[config.mk]
export PLATFORM = sky130hd
export DESIGN_NAME = bpc_regs
export DESIGN_NICKNAME = d
export VERILOG_FILES = /design/src/rtl/bpc_pkg.sv /design/src/rtl/bpc_regs.sv
export SDC_FILE = /design/constraint.sdc
export NUM_CORES = 1
export LEC_CHECK = 0
export BUFFER_PORTS_ARGS = -buffer_cell sky130_fd_sc_hd__buf_2
export CORE_ASPECT_RATIO = 0.6
export CORE_MARGIN = 3
export CORE_UTILIZATION = 35
export DETAILED_ROUTE_END_ITERATION = 8
export GPL_ROUTABILITY_DRIVEN = 0
export GPL_TIMING_DRIVEN = 1
export PLACE_DENSITY = 0.67
export SLEW_MARGIN = 25
export SYNTH_ARGS = -nofsm -noshare
export SYNTH_HDL_FRONTEND = slang
export SYNTH_SLANG_ARGS = --single-unit
[constraint.sdc]
create_clock -name clk -period 3.32 [get_ports clk]
set_input_delay 0.664 -clock clk [delete_from_list [all_inputs] [get_ports clk]]
set_output_delay 0.664 -clock clk [all_outputs]
set_load 0.05 [all_outputs]
[src/rtl/bpc_pkg.sv]
package bpc_pkg;

    localparam int RAW_W     = 24;
    localparam int FIX_W     = 32;
    localparam int FRAC      = 30;
    localparam int DIVX_W    = RAW_W + 3;
    localparam int RECIP_W   = 28;
    localparam int PROD_W    = DIVX_W + RECIP_W;
    localparam int RECIP_SH  = 31;
    localparam int MAG_Q_W   = 31;
    localparam int T_W       = 21;
    localparam int P_W       = 32;
    localparam int WIDE_W    = 64;
    localparam int ACC_W     = 56;
    localparam int ADDR_W    = 5;
    localparam int DATA_W    = 32;

    // ceil(2^31 / 15), exact floor(x / 15) for x below 2^27
    localparam logic [RECIP_W-1:0] SCALE_RECIP = 28'd143165577;

    typedef enum logic [2:0] {
        REG_TEMP_COEFS   = 3'd0,
        REG_PRESS_OFFSET = 3'd1,
        REG_PRESS_LIN    = 3'd2,
        REG_TEMP_CROSS   = 3'd3,
        REG_CROSS_LIN    = 3'd4,
        REG_PRESS_QUAD   = 3'd5,
        REG_CROSS_QUAD   = 3'd6,
        REG_PRESS_CUBIC  = 3'd7
    } reg_idx_t;

    typedef struct packed {
        logic signed [11:0] c0;
        logic signed [11:0] c1;
        logic signed [19:0] c00;
        logic signed [19:0] c10;
        logic signed [15:0] c01;
        logic signed [15:0] c11;
        logic signed [15:0] c20;
        logic signed [15:0] c21;
        logic signed [15:0] c30;
    } coef_t;

    typedef struct packed {
        logic                    ok;
        logic signed [FIX_W-1:0] ps;
        logic signed [FIX_W-1:0] ts;
    } scaled_t;

endpackage

[src/rtl/bpc_regs.sv]
module bpc_regs (
    input  logic                       clk,
    input  logic                       rst_n,
    input  logic                       psel,
    input  logic                       penable,
    input  logic                       pwrite,
    input  logic [bpc_pkg::ADDR_W-1:0] paddr,
    input  logic [bpc_pkg::DATA_W-1:0] pwdata,
    output logic [bpc_pkg::DATA_W-1:0] prdata,
    output logic                       pready,
    output bpc_pkg::coef_t             coef
);
    import bpc_pkg::*;

    coef_t    coef_reg;
    reg_idx_t idx;
    logic     wr_en;

    assign idx    = reg_idx_t'(paddr[ADDR_W-1:2]);
    assign wr_en  = psel && penable && pwrite;
    assign pready = 1'b1;
    assign coef   = coef_reg;

    always_ff @(posedge clk or negedge rst_n)
    begin
        if (!rst_n)
        begin
            coef_reg <= '0;
        end
        else if (wr_en)
        begin
            unique case (idx)
                REG_TEMP_COEFS:
                begin
                    coef_reg.c0 <= pwdata[23:12];
                    coef_reg.c1 <= pwdata[11:0];
                end
                REG_PRESS_OFFSET: coef_reg.c00 <= pwdata[19:0];
                REG_PRESS_LIN:    coef_reg.c10 <= pwdata[19:0];
                REG_TEMP_CROSS:   coef_reg.c01 <= pwdata[15:0];
                REG_CROSS_LIN:    coef_reg.c11 <= pwdata[15:0];
                REG_PRESS_QUAD:   coef_reg.c20 <= pwdata[15:0];
                REG_CROSS_QUAD:   coef_reg.c21 <= pwdata[15:0];
                REG_PRESS_CUBIC:  coef_reg.c30 <= pwdata[15:0];
                default:          coef_reg <= coef_reg;
            endcase
        end
    end

    always_comb
    begin
        unique case (idx)
            REG_TEMP_COEFS:   prdata = {8'd0, coef_reg.c0, coef_reg.c1};
            REG_PRESS_OFFSET: prdata = {12'd0, coef_reg.c00};
            REG_PRESS_LIN:    prdata = {12'd0, coef_reg.c10};
            REG_TEMP_CROSS:   prdata = {16'd0, coef_reg.c01};
            REG_CROSS_LIN:    prdata = {16'd0, coef_reg.c11};
            REG_PRESS_QUAD:   prdata = {16'd0, coef_reg.c20};
            REG_CROSS_QUAD:   prdata = {16'd0, coef_reg.c21};
            REG_PRESS_CUBIC:  prdata = {16'd0, coef_reg.c30};
            default:          prdata = '0;
        endcase
    end

endmodule

==> results of run 1 <==
## synthesized netlist by cell type, types with 6 or more instances
cell / count
nand2_1: 6
mux2_4: 20
a221oi_1: 13
buf_2: 12
o22a_1: 15
dfrtp_1: 144
inv_1: 14
mux2_2: 124
buf_4: 16
o22ai_1: 15
mux2i_1: 50
clkbuf_1: 9
## metrics by stage
step	hold WS, ps	worst slack, ps	util
after global routing	158	240	0.474
after detailed placement	518	353	0.440
after floorplan	368	332	-
after global placement	507	379	0.440
final	147	352	0.474
after CTS	382	353	0.473
## routing by layer
layer / track usage / wire length [um]
met4: 0.0674 / 335
met2: 0.301 / 9220
met5: 0 / 0
met1: 0.286 / 9630
met3: 0.0609 / 1880
## cell type report
class / count / share of cell area
clock buffer: 19 / 0.0506
clock inverter: 13 / 0.0186
inverter: 14 / 0.00601
multi-input combinational: 295 / 0.330
sequential: 144 / 0.412
tap: 240 / 0.0343
timing repair buffer: 231 / 0.149
## cells by family (layout without fill, tap and decap cells)
logic type	after synthesis	count (layout)	synth area share
compound gates	54	54	0.0609
flops	144	144	0.535
other cells	2	9	0.00111
buf+inv	54	277	0.0434
simple gates	38	38	0.0338
mux	194	194	0.326
## critical path, delay by kind of cell
| kind | cells | cell delay, ps |
|---|---|---|
| AND/OR/NAND/NOR | 1 | 330 |
| buffers and inverters | 3 | 940 |
| AO/OA/AOI/OAI | 2 | 360 |
## power by group
part	internal, W	switching (W)
Sequential	0.00210	0.000290
Clock	0.00120	0.000756
Combinational	0.000689	0.00188
## path summary, 6_finish.rpt
path / start / to / slack [ps] / cells after the start
min reg2reg: coef[63] / coef[63] / 530 / 1
min: rst_n / coef[119] / 150 / 1
max in group asynchronous: rst_n / coef[127] / 2520 / 2
min in group clk: pwdata[22] / coef[142] / 470 / 2
max: paddr[2] / prdata[2] / 350 / 6
max reg2reg: coef[38] / coef[38] / 2490 / 1
==> results.json, run 1 <==
{
  "outcome": "finished, final reports clean",
  "dpl-instance-area_sq_mm": 0.00812,
  "drt-initial-drc-count": 295,
  "core_sq_mm": 0.0184,
  "ctsResizeCount": 0,
  "cts_tree": "done",
  "clock_latency_ps": 420,
  "startpoint_type": "primary input",
  "setup_viol": 0,
  "yosys_warnings": 0,
  "power_w": 0.00691,
  "clock_sinks": 144,
  "mostFrequentLayoutCell": "buf_2",
  "worst-path-max-fanout": 15,
  "cp.required_ps": 2660,
  "grt_max_degree": 103,
  "synth_top_area_frac": 0.535,
  "seq_area_frac_synth": 0.535,
  "finalHoldViolCount": 0,
  "slowest_stage": "buf_2",
  "routed_via_density": 5.21,
  "nets": 745,
  "async_reset_ff_frac": 1.00,
  "fin_tns_setup_ps": 0,
  "dieWidth_um": 185,
  "largest_reg_flops": 144,
  "dp_cells": 923,
  "ios": 219,
  "syn_area_per_cell_sq_um": 13.9,
  "ys.flop_type": "dfrtp_1",
  "hold_class": "in2async",
  "grt_pass1_wl_um": 32100,
  "synth.cell_area_sq_mm": 0.00674,
  "track_usage": 0.203,
  "max_freq_ghz": 0.337,
  "grt_pass1_vias": 5228,
  "start_util": 0.365,
  "power_density_mw_per_mm2": 790,
  "finalMaxSlewViolations": 0,
  "overflow": 0,
  "cpMostUsedCell": "buf_2",
  "dieArea_sq_mm": 0.0210,
  "io_buffers": 199,
  "slowest_delay_ps": 380,
  "synth_edf_count": 0,
  "fillers": 1682,
  "post-dp-hpwl_um": 15000,
  "synth_top_area_cell": "dfrtp_1",
  "remaining_drc_errors": 0,
  "worstPathCellList": "buf_2, nand2_1, buf_4, o22ai_1, o22a_1, buf_2",
  "drive_gt1_frac": 0.587,
  "firstDrtPassIters": 4,
  "synth_cells": 486,
  "irDropWorstVdd_mv": 0.367,
  "stdcell_count": 956,
  "register_area_sq_mm": 0.00360,
  "wl_per_cell_um": 22.0,
  "vias": 4985,
  "cts_buffers": 17,
  "syn_to_final_growth_pct": 29.8,
  "antenna_found_initial": 0,
  "die_h_um": 113,
  "clockBufferDepth": 2,
  "cts_root_buf": "clkbuf_16",
  "totalWireLength_um": 21100,
  "fin_crit_ps": 2970,
  "clk_pin_slew_worst_paths_ps": 60,
  "ys_ff_latch": 144,
  "p_leak_nw": 4.49,
  "placementRows": 38,
  "postCtsSetupBuffers": 0,
  "critPathCaptureType": "output pin",
  "post-route-period-util": 0.894,
  "synth_cell_types": 32,
  "ant_nets": 0,
  "worst_ep_arrival_time_ps": 2300,
  "rsz0062_at_grt": "no",
  "hold_buffers": 0,
  "synth_top_cells_by_area": "dfrtp_1 (53%), mux2_2 (21%), mux2i_1 (7.4%), mux2_4 (4.5%), o22a_1 (1.9%)",
  "crit_type": "in2out",
  "layout_common_cells": "buf_2 (197), dfrtp_1 (144), mux2_2 (124), mux2i_1 (50), buf_4 (29)",
  "multi_input_area_sq_mm": 0.00289,
  "n_antenna_cell": 0,
  "skew_ps": 0,
  "htreeDepth": 4,
  "cap_viol_max_count": 0,
  "final_area_sq_mm": 0.00875
}
Note: power is estimated with default switching activity, not from simulation.
==> run 2: changes to the inputs <==
- ABC_AREA: unset -> 0
- PLACE_DENSITY: 0.67 -> 0.69
- clock period: 3.32 -> 2.4 ns (I/O delays scaled with it)
==> run 2 against run 1 <==
- setup slack worse by 260 ps
- power increased by 41%
- global-route usage up 0.52 points
- non-clock buffer count up 8
- count of clock-buffer cells in the layout fell by 1
- clock skew stayed put
- highest routed layer unchanged
==> results.json, run 2 (same netlist as run 1, synthesis figures left out) <==
{
  "fillers": 1663,
  "skew_ps": 0,
  "grt_pass1_wl_um": 32500,
  "crit_type": "in2out",
  "clock_latency_ps": 420,
  "hold_class": "in2reg",
  "r2r-start": "coef[5]",
  "final_area_sq_mm": 0.00896,
  "n_antenna_cell": 0,
  "syn_to_final_growth_pct": 32.9,
  "ant_nets": 0,
  "power_w": 0.00977,
  "start_util": 0.365,
  "largest_reg_flops": 144,
  "cap_viol_max_count": 0,
  "routed_via_density": 5.17,
  "htreeDepth": 4,
  "critPathCaptureType": "output pin",
  "cp.required_ps": 1920,
  "fin_ws_ps": 89.3,
  "totalWireLength_um": 21200,
  "outcome": "finished, final reports clean",
  "post-dp-hpwl_um": 14700,
  "ctsResizeCount": 0,
  "hold_path.startpoint": "pwdata[20]",
  "overflow": 0,
  "drive_gt1_frac": 0.598,
  "layout_common_cells": "buf_2 (196), dfrtp_1 (144), mux2_2 (124), mux2i_1 (50), buf_4 (30)",
  "worst-path-max-fanout": 7,
  "nets": 753,
  "wl_per_cell_um": 22.0,
  "remaining_drc_errors": 0,
  "finalMaxSlewViolations": 0,
  "core_sq_mm": 0.0184,
  "io_buffers": 199,
  "p_leak_nw": 4.58,
  "ios": 219,
  "power_density_mw_per_mm2": 1090,
  "clockBufferDepth": 2,
  "placementRows": 38,
  "grt_pass1_vias": 5173,
  "rsz0062_at_grt": "no",
  "fin_tns_setup_ps": 0,
  "cts_root_buf": "clkbuf_16",
  "die_h_um": 113,
  "mostFrequentLayoutCell": "buf_2",
  "grt_max_degree": 56,
  "cts_buffers": 17,
  "finalHoldViolCount": 0,
  "cts_tree": "done",
  "dp_slack_ps": 103,
  "hold_buffers": 1,
  "post-route-period-util": 0.963,
  "min_to": "coef[140]",
  "drt-initial-drc-count": 266,
  "dp_cells": 931,
  "max_freq_ghz": 0.433,
  "vias": 4980,
  "worst_ep_arrival_time_ps": 1830,
  "track_usage": 0.208,
  "worstHoldPathCells": 2,
  "dieWidth_um": 185,
  "clk_pin_slew_worst_paths_ps": 60,
  "antenna_found_initial": 0,
  "r2r_end": "coef[5]",
  "startpoint_type": "primary input",
  "clock_sinks": 144,
  "firstDrtPassIters": 4,
  "postCtsSetupBuffers": 0,
  "r2r_cells": 1,
  "worst-r2r-setup-slack_ps": 1560,
  "setup_viol": 0,
  "stdcell_count": 964,
  "irDropWorstVdd_mv": 0.617,
  "dieArea_sq_mm": 0.0210,
  "fin_crit_ps": 2310,
  "dpl-instance-area_sq_mm": 0.00830
}
[run 2: power by group]
part | switching [W] | internal, W | leakage (nW)
sequential | 0.000393 | 0.00291 | 1.84
clock | 0.00111 | 0.00179 | 0.311
combinational | 0.00260 | 0.000982 | 2.43
total | 0.00410 | 0.00567 | 4.58
[run 2: worst max-delay path: stages]
cell	delay (ps)
buf_2	160
buf_4	190
nand2b_1	150
buf_4	230
o22ai_1	150
o22a_1	190
buf_2	270
[run 2: cell type report]
| type | count | area (sq um) | share of cell area |
|---|---|---|---|
| Tap cell | 240 | 300 | 0.0335 |
| Multi-Input combinational cell | 295 | 2910 | 0.325 |
| Timing Repair Buffer | 239 | 1450 | 0.162 |
| Sequential cell | 144 | 3600 | 0.402 |
| Clock buffer | 18 | 439 | 0.0490 |
| Clock inverter | 14 | 206 | 0.0231 |
| Inverter | 14 | 52.6 | 0.00587 |
[run 2: stage by stage]
step,hold slack (ps),utilization
after floorplan,184,-
after global placement,445,0.450
after detailed placement,445,0.450
after CTS,270,0.485
after global routing,280,0.485
final,288,0.485
[run 2: worst max path at each step]
stage	to	start	cells after the start
floorplan	prdata[4]	paddr[2]	6
global placement	prdata[10]	paddr[2]	7
detailed placement	prdata[10]	paddr[2]	7
CTS	prdata[10]	paddr[2]	7
global route	prdata[0]	paddr[2]	7
finish	prdata[10]	paddr[2]	7
[run 2: layer usage]
layer  track usage  routed length, um
met4        0.0415                 80
met1         0.298               9650
met3        0.0768               2370
met5             0                  0
met2         0.305               9070
==> run 3: changes to the inputs <==
- CAP_MARGIN: unset -> 20
- CORE_ASPECT_RATIO: 0.6 -> 1.25
==> run 3 against run 2 <==
- register-to-register slack gained 40 ps
- clock power shrank 8.0%
- sequential cell count is the same
- critical path depth shrank 1
- setup slack gained 52 ps
- core utilization shrank 2.0 points
- cell count shrank 1.1%
- critical path type unchanged
- critical endpoint is now prdata[7]
- largest cell class unchanged
- largest power group unchanged
==> results.json, run 3 (same netlist as run 1, synthesis figures left out) <==
{
  "clock_sinks": 144,
  "hold_path.startpoint": "pwdata[21]",
  "fin_tns_setup_ps": 0,
  "layout_common_cells": "buf_2 (197), dfrtp_1 (144), mux2_2 (124), mux2i_1 (50), buf_4 (34)",
  "htreeDepth": 4,
  "holdWs_ps": 301,
  "irDropWorstVdd_mv": 0.433,
  "worst-path-max-fanout": 12,
  "io_buffers": 199,
  "start_util": 0.358,
  "grt_max_degree": 71,
  "critPathCaptureType": "output pin",
  "remaining_drc_errors": 0,
  "vias": 4854,
  "worst_ep_arrival_time_ps": 1780,
  "wl_per_cell_um": 20.9,
  "finalHoldViolCount": 0,
  "postCtsSetupBuffers": 0,
  "cp.required_ps": 1920,
  "fin_crit_ps": 2260,
  "finalMaxSlewViolations": 0,
  "n_antenna_cell": 0,
  "dieArea_sq_mm": 0.0210,
  "ant_nets": 0,
  "die_h_um": 161,
  "mostFrequentLayoutCell": "buf_2",
  "r2r-start": "coef[43]",
  "ctsResizeCount": 0,
  "placementRows": 56,
  "clockBufferDepth": 2,
  "dieWidth_um": 130,
  "track_usage": 0.190,
  "skew_ps": 0,
  "cts_root_buf": "clkbuf_16",
  "grt_pass1_vias": 4968,
  "overflow": 0,
  "stdcell_count": 953,
  "setup_viol": 0,
  "ios": 219,
  "grt_pass1_wl_um": 29900,
  "power_w": 0.00949,
  "drive_gt1_frac": 0.594,
  "cap_viol_max_count": 0,
  "rsz0062_at_grt": "no",
  "startpoint_type": "primary input",
  "dp_cells": 921,
  "drt-initial-drc-count": 200,
  "cts_buffers": 17,
  "power_density_mw_per_mm2": 1080,
  "hold_buffers": 1,
  "clock_latency_ps": 420,
  "nets": 751,
  "max_freq_ghz": 0.443,
  "totalWireLength_um": 20000,
  "core_sq_mm": 0.0188,
  "cts_tree": "done",
  "outcome": "finished, final reports clean",
  "p_leak_nw": 4.52,
  "routed_via_density": 5.09,
  "firstDrtPassIters": 4,
  "crit_type": "in2out",
  "hold_class": "in2reg",
  "clk_pin_slew_worst_paths_ps": 60,
  "worstSetupStartpoint": "paddr[2]",
  "post-dp-hpwl_um": 13800,
  "antenna_found_initial": 0,
  "syn_to_final_growth_pct": 30.3,
  "largest_reg_flops": 144,
  "post-route-period-util": 0.941
}
[run 3: worst paths after layout]
kind	end	slack, ps	cells after the start
worst max-delay path	prdata[7]	140	6
worst min-delay path	coef[141]	300	2
worst max register to register	coef[43]	1600	1
worst min register to register	coef[84]	520	1
max in group asynchronous	coef[105]	1090	3
min in group asynchronous	coef[130]	560	2
[run 3: where the power goes]
part | switching, W | internal [W]
sequential | 0.000374 | 0.00291
clock | 0.00102 | 0.00165
combinational | 0.00258 | 0.000961
total | 0.00398 | 0.00552
[run 3: through the flow]
step	setup WS [ps]	area [sq um]	util
after floorplan	39.5	6790	-
after global placement	95.5	8190	0.434
after CTS	117	8780	0.466
after global routing	76.3	8780	0.466
final	141	8780	0.466
after detailed placement	81.0	8190	0.434
[run 3: layout make-up]
type,count,area (sq um)
well taps,232,290
flip-flops and latches,144,3600
fillers,1728,10100
inverters,14,52.6
multi-input cells,295,2910
clock buffers,20,447
clock inverters,11,140
repair buffers,237,1340
[run 3: routing by layer]
layer	global-route usage	up-vias	part of all wire
met5	0	-	0
met4	0.0539	0	0.015
met3	0.0433	21	0.051
met2	0.315	176	0.50
met1	0.248	2454	0.44
li1	-	2203	-
[run 3: worst max-delay path, cell delays in order]
cell and delay, ps:
buf_2 230, nand2_1 130, buf_4 240, o22ai_1 260, o22a_1 180, buf_2 260
