## config.mk

```make
export PLATFORM = sky130hd
export DESIGN_NAME = bpc_scale_flat
export DESIGN_NICKNAME = d
export VERILOG_FILES = /design/src/rtl/bpc_pkg.sv /design/src/rtl/bpc_if.sv /design/src/rtl/bpc_scale.sv /design/src/flat_wrapper.sv
export SDC_FILE = /design/constraint.sdc
export NUM_CORES = 1
export LEC_CHECK = 0
export BUFFER_PORTS_ARGS = -buffer_cell sky130_fd_sc_hd__buf_2
export CAP_MARGIN = 5
export CELL_PAD_IN_SITES_DETAIL_PLACEMENT = 1
export CELL_PAD_IN_SITES_GLOBAL_PLACEMENT = 2
export CORE_MARGIN = 2
export CORE_UTILIZATION = 43
export CTS_BUF_LIST = sky130_fd_sc_hd__clkbuf_4 sky130_fd_sc_hd__clkbuf_8
export CTS_CLUSTER_DIAMETER = 60
export DETAILED_ROUTE_END_ITERATION = 16
export PLACE_DENSITY_LB_ADDON = 0.1
export SLEW_MARGIN = 40
export SYNTH_ARGS = -nofsm -noshare
export SYNTH_HDL_FRONTEND = slang
export SYNTH_SLANG_ARGS = --single-unit
export TNS_END_PERCENT = 100
```

## constraint.sdc

```tcl
create_clock -name clk -period 5.55 [get_ports clk]
set_input_delay 0.2775 -clock clk [delete_from_list [all_inputs] [get_ports clk]]
set_output_delay 0.2775 -clock clk [all_outputs]
set_load 0.005 [all_outputs]
```

## src/rtl/bpc_pkg.sv

```systemverilog
package bpc_pkg;

    localparam int RAW_W     = 24;
    localparam int FIX_W     = 32;
    localparam int FRAC      = 30;
    localparam int DIVX_W    = RAW_W + 3;
    localparam int RECIP_W   = 28;
    localparam int PROD_W    = DIVX_W + RECIP_W;
    localparam int RECIP_SH  = 31;
    localparam int MAG_Q_W   = 31;
    localparam int T_W       = 21;
    localparam int P_W       = 32;
    localparam int WIDE_W    = 64;
    localparam int ACC_W     = 56;
    localparam int ADDR_W    = 5;
    localparam int DATA_W    = 32;

    // ceil(2^31 / 15), exact floor(x / 15) for x below 2^27
    localparam logic [RECIP_W-1:0] SCALE_RECIP = 28'd143165577;

    typedef enum logic [2:0] {
        REG_TEMP_COEFS   = 3'd0,
        REG_PRESS_OFFSET = 3'd1,
        REG_PRESS_LIN    = 3'd2,
        REG_TEMP_CROSS   = 3'd3,
        REG_CROSS_LIN    = 3'd4,
        REG_PRESS_QUAD   = 3'd5,
        REG_CROSS_QUAD   = 3'd6,
        REG_PRESS_CUBIC  = 3'd7
    } reg_idx_t;

    typedef struct packed {
        logic signed [11:0] c0;
        logic signed [11:0] c1;
        logic signed [19:0] c00;
        logic signed [19:0] c10;
        logic signed [15:0] c01;
        logic signed [15:0] c11;
        logic signed [15:0] c20;
        logic signed [15:0] c21;
        logic signed [15:0] c30;
    } coef_t;

    typedef struct packed {
        logic                    ok;
        logic signed [FIX_W-1:0] ps;
        logic signed [FIX_W-1:0] ts;
    } scaled_t;

endpackage

```

## src/rtl/bpc_if.sv

```systemverilog
interface bpc_sample_if;
    import bpc_pkg::*;

    logic                    valid;
    logic                    ready;
    logic signed [RAW_W-1:0] raw_pressure;
    logic signed [RAW_W-1:0] raw_temperature;
    logic                    pressure_ready;
    logic                    temperature_ready;

    modport source (
        output valid, raw_pressure, raw_temperature, pressure_ready, temperature_ready,
        input  ready
    );
    modport sink (
        input  valid, raw_pressure, raw_temperature, pressure_ready, temperature_ready,
        output ready
    );
endinterface


```

## src/rtl/bpc_scale.sv

```systemverilog
module bpc_scale (
    input  logic              clk,
    input  logic              rst_n,
    bpc_sample_if.sink        sample,
    output logic              mid_valid,
    input  logic              mid_ready,
    output bpc_pkg::scaled_t  mid_data
);
    import bpc_pkg::*;

    logic [1:0] v_reg;
    logic [2:0] en;

    // stage 1: magnitude times reciprocal of 15
    logic [RAW_W-1:0]  mag_p_next, mag_t_next;
    logic [PROD_W-1:0] prod_p_next, prod_t_next;
    logic [RAW_W-1:0]  mag_p_reg, mag_t_reg;
    logic [PROD_W-1:0] prod_p_reg, prod_t_reg;
    logic              neg_p_reg, neg_t_reg, ok1_reg;

    // stage 2: 2048/15 = 136 + 8/15
    logic [MAG_Q_W-1:0] q_p, q_t;
    scaled_t            out_next, out_reg;

    always_comb
    begin
        en[2] = mid_ready;
        en[1] = !v_reg[1] || en[2];
        en[0] = !v_reg[0] || en[1];
    end

    assign sample.ready = en[0];
    assign mid_valid    = v_reg[1];
    assign mid_data     = out_reg;

    assign mag_p_next  = sample.raw_pressure[RAW_W-1] ?
                         RAW_W'(-sample.raw_pressure) : RAW_W'(sample.raw_pressure);
    assign mag_t_next  = sample.raw_temperature[RAW_W-1] ?
                         RAW_W'(-sample.raw_temperature) : RAW_W'(sample.raw_temperature);
    assign prod_p_next = PROD_W'({mag_p_next, 3'b111}) * PROD_W'(SCALE_RECIP);
    assign prod_t_next = PROD_W'({mag_t_next, 3'b111}) * PROD_W'(SCALE_RECIP);

    assign q_p = MAG_Q_W'({mag_p_reg, 7'd0}) + MAG_Q_W'({mag_p_reg, 3'd0})
               + MAG_Q_W'(prod_p_reg[PROD_W-1:RECIP_SH]);
    assign q_t = MAG_Q_W'({mag_t_reg, 7'd0}) + MAG_Q_W'({mag_t_reg, 3'd0})
               + MAG_Q_W'(prod_t_reg[PROD_W-1:RECIP_SH]);

    always_comb
    begin
        out_next.ok = ok1_reg;
        out_next.ps = neg_p_reg ? -$signed({1'b0, q_p}) : $signed({1'b0, q_p});
        out_next.ts = neg_t_reg ? -$signed({1'b0, q_t}) : $signed({1'b0, q_t});
    end

    always_ff @(posedge clk or negedge rst_n)
    begin
        if (!rst_n)
        begin
            v_reg <= '0;
        end
        else
        begin
            if (en[0])
            begin
                v_reg[0] <= sample.valid;
            end
            if (en[1])
            begin
                v_reg[1] <= v_reg[0];
            end
        end
    end

    always_ff @(posedge clk)
    begin
        if (en[0])
        begin
            mag_p_reg  <= mag_p_next;
            mag_t_reg  <= mag_t_next;
            prod_p_reg <= prod_p_next;
            prod_t_reg <= prod_t_next;
            neg_p_reg  <= sample.raw_pressure[RAW_W-1];
            neg_t_reg  <= sample.raw_temperature[RAW_W-1];
            ok1_reg    <= sample.pressure_ready && sample.temperature_ready;
        end
        if (en[1])
        begin
            out_reg <= out_next;
        end
    end

    a_stall_full: assert property (@(posedge clk) disable iff (!rst_n)
        !sample.ready |-> (&v_reg))
        else $error("scale stage stalls input with a free slot");

endmodule

```

## src/flat_wrapper.sv

```systemverilog
// flat-port wrapper written by rule: the top's interface ports become plain ports
module bpc_scale_flat import bpc_pkg::*;
  (clk, rst_n, mid_valid, mid_ready, mid_data, sample_valid, sample_raw_pressure, sample_raw_temperature, sample_pressure_ready, sample_temperature_ready, sample_ready);
  bpc_sample_if sample_i ();
  input  logic clk;
  input  logic rst_n;
  output logic mid_valid;
  input  logic mid_ready;
  output bpc_pkg::scaled_t mid_data;
  input wire logic [$bits(sample_i.valid)-1:0] sample_valid;
  input wire logic [$bits(sample_i.raw_pressure)-1:0] sample_raw_pressure;
  input wire logic [$bits(sample_i.raw_temperature)-1:0] sample_raw_temperature;
  input wire logic [$bits(sample_i.pressure_ready)-1:0] sample_pressure_ready;
  input wire logic [$bits(sample_i.temperature_ready)-1:0] sample_temperature_ready;
  output wire logic [$bits(sample_i.ready)-1:0] sample_ready;
  assign sample_i.valid = sample_valid;
  assign sample_i.raw_pressure = sample_raw_pressure;
  assign sample_i.raw_temperature = sample_raw_temperature;
  assign sample_i.pressure_ready = sample_pressure_ready;
  assign sample_i.temperature_ready = sample_temperature_ready;
  assign sample_ready = sample_i.ready;
  bpc_scale u_core (.clk(clk), .rst_n(rst_n), .sample(sample_i), .mid_valid(mid_valid), .mid_ready(mid_ready), .mid_data(mid_data));
endmodule
```

==> results of run 1 <==
-- synthesized netlist by cell type (12+ instances only) --
cell type and n:
ha_1 404, inv_1 386, fa_1 220, edfxtp_1 164, xnor2_1 133, a21oi_1 123
nand2_1 110, o21ai_0 94, nor2_1 78, a21o_1 74, xor2_1 48, nand3_1 35
nor3_1 33, clkbuf_1 29, nand2b_1 23, a211oi_1 20, nand4_1 20, o31ai_1 20
a31oi_1 19, o21a_1 17, and3_1 16, nor2b_1 14, or4_1 12
-- logic make-up after synthesis --
| family | Yosys count | synth area share (%) |
|---|---|---|
| AO/OA/AOI/OAI | 494 | 14.3 |
| XOR/XNOR | 182 | 6.90 |
| adder cells (fa/ha/maj) | 624 | 40.7 |
| buffers and inverters | 419 | 6.82 |
| flip-flops | 166 | 21.4 |
| multiplexers | 5 | 0.232 |
| AND/OR/NAND/NOR | 423 | 9.56 |
-- area by class of cell --
class                           instances  area [sq um]
Antenna cell                            1          2.50
Clock buffer                           17           234
Clock inverter                         15           166
Fill cell                            5916         22700
Inverter                              386          1460
Multi-Input combinational cell       1728         18400
Sequential cell                       166          4970
Tap cell                              696           871
Timing Repair Buffer                  636          4760
-- final timing paths --
| check | from | depth (start not counted) | endpoint | slack [ns] |
|---|---|---|---|---|
| min in group asynchronous | rst_n | 2 | u_core.v_reg[0]$_DFFE_PN0P_ | 0.08 |
| max in group asynchronous | rst_n | 2 | u_core.v_reg[1]$_DFFE_PN0P_ | 5.38 |
| max reg2reg | u_core.mag_t_reg[5]$_DFFE_PP_ | 11 | u_core.mid_data[21]$_DFFE_PP_ | 1.02 |
| max | sample_raw_temperature[0] | 28 | u_core.prod_t_reg[54]$_DFFE_PP_ | -1.57 |
| min reg2reg | u_core.ok1_reg$_DFFE_PP_ | 0 | u_core.mid_data[64]$_DFFE_PP_ | 0.44 |
| min | sample_temperature_ready | 2 | u_core.ok1_reg$_DFFE_PP_ | 0.07 |
-- metrics by stage --
stage / std cells / cell area (sq um) / TNS (ns) / setup slack, ns / hold slack, ns
after floorplan: 2313 / 23600 / -53.13 / -1.55 / -0.0181
after global placement: 3530 / 28300 / -84.86 / -2.20 / 0.0612
after detailed placement: 3531 / 28300 / -93.56 / -2.46 / 0.0660
after CTS: 3618 / 30200 / -56.34 / -1.51 / 0.0399
after global routing: 3645 / 30900 / -70.60 / -1.78 / 0.0552
final: 3645 / 30900 / -62.86 / -1.57 / 0.0699
-- what timing repair did --
action                                 CTS  global route
setup buffers                           55            31
pin swaps                              138            91
setup endpoints to repair               48            48
endpoints found under the hold margin    3             0
cloned                                   0             0
resized for setup                      202            96
hold buffers                             2             0
-- layer usage --
layer	global-route usage, %	vias up	share of wire (%)
met3	4.12	82	3.6
met4	6.31	2	1.7
met1	35.5	9948	45
met2	47.0	321	50
met5	0	-	0.021
li1	-	9342	-
-- placed cells by master (no fill, tap or decap), types with 32 or more instances in the layout --
cell type and instances:
edfxtp_1 164, xor2_1 39, nand2_1 103, fa_1 201, a21o_1 74, inv_1 353
nor2_1 69, ha_4 32, a21oi_1 92, o21ai_0 76, buf_6 47, buf_4 470
buf_2 110, ha_1 367, xnor2_1 110
-- worst max-delay path, delay by kind of cell --
kind | cells | cell delay (ns)
buffers and inverters | 5 | 0.51
AND/OR/NAND/NOR | 8 | 2.04
AO/OA/AOI/OAI | 6 | 1.28
XOR/XNOR | 2 | 0.32
adder cells (fa/ha/maj) | 7 | 2.91
==> impl_metrics.env, run 1 <==
export IMPL_vias=19700
export IMPL_period_needed_ns=7.12
export IMPL_setup_viol=48
export IMPL_crit_required_ns=5.80
export IMPL_io_buffer_count=120
export IMPL_synth_top_cell_area_share_pct=21.8
export IMPL_clock_sinks=166
export IMPL_synth_ff_type="edfxtp_1"
export IMPL_gp_congestion=0.920
export IMPL_clockBufferDepth=2
export IMPL_grt_max_degree=72
export IMPL_cts_root_buf="clkbuf_8"
export IMPL_grt_antenna_before_repair=5
export IMPL_drv_cap=0
export IMPL_arrival_ns=7.36
export IMPL_final_setup_worst_slack_ns=-1.57
export IMPL_worst_slew_pin_slew_ns=0.833
export IMPL_min_period_over_period_pct=128
export IMPL_drtPass1Iterations=5
export IMPL_synth_nets=2991
export IMPL_dp_hpwl_um=61600
export IMPL_crit_top_cell="fa_1"
export IMPL_path_max_fanout=4
export IMPL_synth_seq_cells=166
export IMPL_max_freq_mhz=141
export IMPL_ys_types=87
export IMPL_wirelength_um=76800
export IMPL_die_h_um=236
export IMPL_vias_per_cell=5.40
export IMPL_largest_reg_flops=65
export IMPL_synth_area_sq_mm=0.0232
export IMPL_nets=3613
export IMPL_area_delta_synth_final_pct=32.9
export IMPL_cts_buffers=17
export IMPL_pin_count=121
export IMPL_ys_warn_count=0
export IMPL_num_rows=85
export IMPL_seq_area_frac_synth_pct=21.4
export IMPL_status="finished with violations"
export IMPL_clk_latency_ns=0.51
export IMPL_rsz0062_at_grt="yes"
export IMPL_grt_pass1_vias=21800
export IMPL_die_w_um=236
export IMPL_cts_tree="yes"
export IMPL_syn_area_per_cell_sq_um=10.0
export IMPL_start_kind="primary input"
export IMPL_slew_viol_final=0
export IMPL_core_sq_mm=0.0536
export IMPL_syn_instance_count=2313
export IMPL_min_path_type="in -> reg"
export IMPL_synth_edf_count=164
export IMPL_worstSetupPathType="in -> reg"
export IMPL_slowest_delay_ns=0.55
export IMPL_synthTopCellsByArea="ha_1 (22%), edfxtp_1 (21%), fa_1 (19%), inv_1 (6.2%), xnor2_1 (5.0%)"
export IMPL_final_util_pct=57.6
export IMPL_htree_levels=4
export IMPL_violations="negative setup slack"
export IMPL_grtUsageTotal_pct=27.1
export IMPL_drive_above_1_share_pct=32.5
export IMPL_grt_pass1_wl_um=119000
export IMPL_clkTransAtPathRegs_ns=0.10
export IMPL_wl_per_cell_um=21.1
export IMPL_synth_top_area_cell="ha_1"
export IMPL_critPathSlowestCell="or4_4"
export IMPL_hold_viol_final=0
export IMPL_route_detailed_drc=0
export IMPL_cp_end_kind="register"
export IMPL_grt_overflow_total=0
export IMPL_start_util_pct=43.3
export IMPL_finClkSkew_ns=0.0231
export IMPL_async_reset_ff_share_pct=1.20
export IMPL_die_area_sq_mm=0.0559
export IMPL_ant_nets=0
export IMPL_slew_headroom_pct=43.7
export IMPL_drt_initial_drc_count=896
Power of run 1 is not shown: default switching activity piles up to over one toggle a cycle in this logic, so the estimate is an artifact.
==> inputs of run 2 (changes only) <==
--- a/config.mk
+++ b/config.mk
@@ -14,7 +14,7 @@
 export CTS_BUF_LIST = sky130_fd_sc_hd__clkbuf_4 sky130_fd_sc_hd__clkbuf_8
 export CTS_CLUSTER_DIAMETER = 60
 export DETAILED_ROUTE_END_ITERATION = 16
-export PLACE_DENSITY_LB_ADDON = 0.1
+export PLACE_DENSITY_LB_ADDON = 0.25
 export SLEW_MARGIN = 40
 export SYNTH_ARGS = -nofsm -noshare
 export SYNTH_HDL_FRONTEND = slang
==> impl_metrics.env, run 2 (synthesis gave the netlist of run 1 again) <==
export IMPL_nets=3599
export IMPL_worstSetupPathType="in -> reg"
export IMPL_core_sq_mm=0.0536
export IMPL_drt_initial_drc_count=1020
export IMPL_place_ws_ns=-2.44
export IMPL_arrival_ns=7.47
export IMPL_worst_slew_pin_slew_ns=0.779
export IMPL_wl_per_cell_um=21.3
export IMPL_rr_worst_depth=11
export IMPL_htree_levels=4
export IMPL_clk_latency_ns=0.49
export IMPL_cp_end_kind="register"
export IMPL_status="finished with violations"
export IMPL_die_w_um=236
export IMPL_whs_ns=0.0939
export IMPL_slew_viol_final=0
export IMPL_fillCellCount=5913
export IMPL_rsz0062_at_grt="yes"
export IMPL_gp_congestion=0.914
export IMPL_grt_overflow_total=0
export IMPL_dp_hpwl_um=60800
export IMPL_pin_count=121
export IMPL_path_max_fanout=3
export IMPL_cts_buffers=17
export IMPL_grt_pass1_vias=21800
export IMPL_design_area_sq_mm=0.0306
export IMPL_min_path_type="in -> async"
export IMPL_cts_root_buf="clkbuf_8"
export IMPL_grt_pass1_wl_um=118000
export IMPL_area_delta_synth_final_pct=32.0
export IMPL_setup_viol=48
export IMPL_placed_cell_area_sq_mm=0.0282
export IMPL_drtPass1Iterations=5
export IMPL_grt_antenna_before_repair=4
export IMPL_clockBufferDepth=2
export IMPL_num_rows=85
export IMPL_die_area_sq_mm=0.0559
export IMPL_cts_tree="yes"
export IMPL_wirelength_um=77200
export IMPL_period_needed_ns=7.22
export IMPL_final_setup_worst_slack_ns=-1.67
export IMPL_slowest_delay_ns=0.54
export IMPL_clock_sinks=166
export IMPL_violations="negative setup slack"
export IMPL_ant_nets=0
export IMPL_slew_headroom_pct=47.7
export IMPL_die_h_um=236
export IMPL_r2r_slack_ns=0.84
export IMPL_layout_common_cells="buf_4 (458), ha_1 (360), inv_1 (352)"
export IMPL_clkTransAtPathRegs_ns=0.09
export IMPL_largest_reg_flops=65
export IMPL_io_buffer_count=120
export IMPL_dp_cells=3528
export IMPL_vias_per_cell=5.44
export IMPL_drive_above_1_share_pct=32.0
export IMPL_crit_required_ns=5.80
export IMPL_final_common_cell="buf_4"
export IMPL_critPathSlowestCell="fa_1"
export IMPL_route_detailed_drc=0
export IMPL_start_kind="primary input"
export IMPL_stdcell_count=3631
export IMPL_hold_viol_final=0
export IMPL_drv_cap=0
export IMPL_start_util_pct=43.3
export IMPL_grt_max_degree=73
export IMPL_min_period_over_period_pct=130
export IMPL_vias=19800
export IMPL_crit_top_cell="fa_1"
export IMPL_finClkSkew_ns=0.0131
export IMPL_grtUsageTotal_pct=26.5
export IMPL_max_freq_mhz=139
-- run 2: changes by cell type in the layout (fill, tap and decap cells not counted), moves of 4 or more --
cell	previous run	this run
buf_4	470	458
o31ai_2	4	8
ha_1	367	360
ha_2	5	9
buf_12	6	1
xor2_2	9	5
-- run 2: area by class of cell --
type	count	area, sq um	area share [%]
diodes	1	2.50	0.00816
flip-flops and latches	166	4970	16.2
well taps	696	871	2.84
clock inverters	15	166	0.543
clock buffers	17	234	0.763
multi-input cells	1728	18400	59.9
repair buffers	622	4590	15.0
inverters	386	1460	4.75
-- run 2: metrics by stage --
step	setup TNS (ns)	util [%]
after floorplan	-53.13	-
after global placement	-83.47	52.7
after detailed placement	-91.36	52.7
after CTS	-57.16	55.9
after global routing	-71.60	57.2
final	-64.98	57.2
-- run 2: path summary, 6_finish.rpt --
path                                                from                         endpoint
setup / recovery               sample_raw_temperature[3]  u_core.prod_t_reg[42]$_DFFE_PP_
hold / removal                                     rst_n      u_core.v_reg[0]$_DFFE_PN0P_
setup reg to reg           u_core.mag_t_reg[0]$_DFFE_PP_    u_core.mid_data[30]$_DFFE_PP_
hold reg to reg                 u_core.ok1_reg$_DFFE_PP_    u_core.mid_data[64]$_DFFE_PP_
max in group asynchronous                          rst_n      u_core.v_reg[1]$_DFFE_PN0P_
min in group clk                sample_temperature_ready         u_core.ok1_reg$_DFFE_PP_
-- run 2: worst max-delay path: cells and delay by family --
family / cells / cell delay [ns]
XOR/XNOR: 2 / 0.36
AND/OR/NAND/NOR: 9 / 2.31
buffers and inverters: 6 / 0.76
adder cells (fa/ha/maj): 6 / 2.69
AO/OA/AOI/OAI: 6 / 1.08
-- run 2: what timing repair did --
item / 4_1_cts / 5_1_grt
hold endpoints to repair: 3 / 0
setup endpoints to repair: 48 / 48
buffers inserted: 60 / 30
pin swaps: 114 / 100
hold buffers: 2 / 0
resized for setup: 182 / 111
-- run 2: metal layers --
layer  wire length [um]  GRT usage, %
met5                  0             0
met4               1590          6.35
met3               2830          3.66
met2              38400          45.5
met1              34400          35.4
Power of run 2 is left out for the same reason.
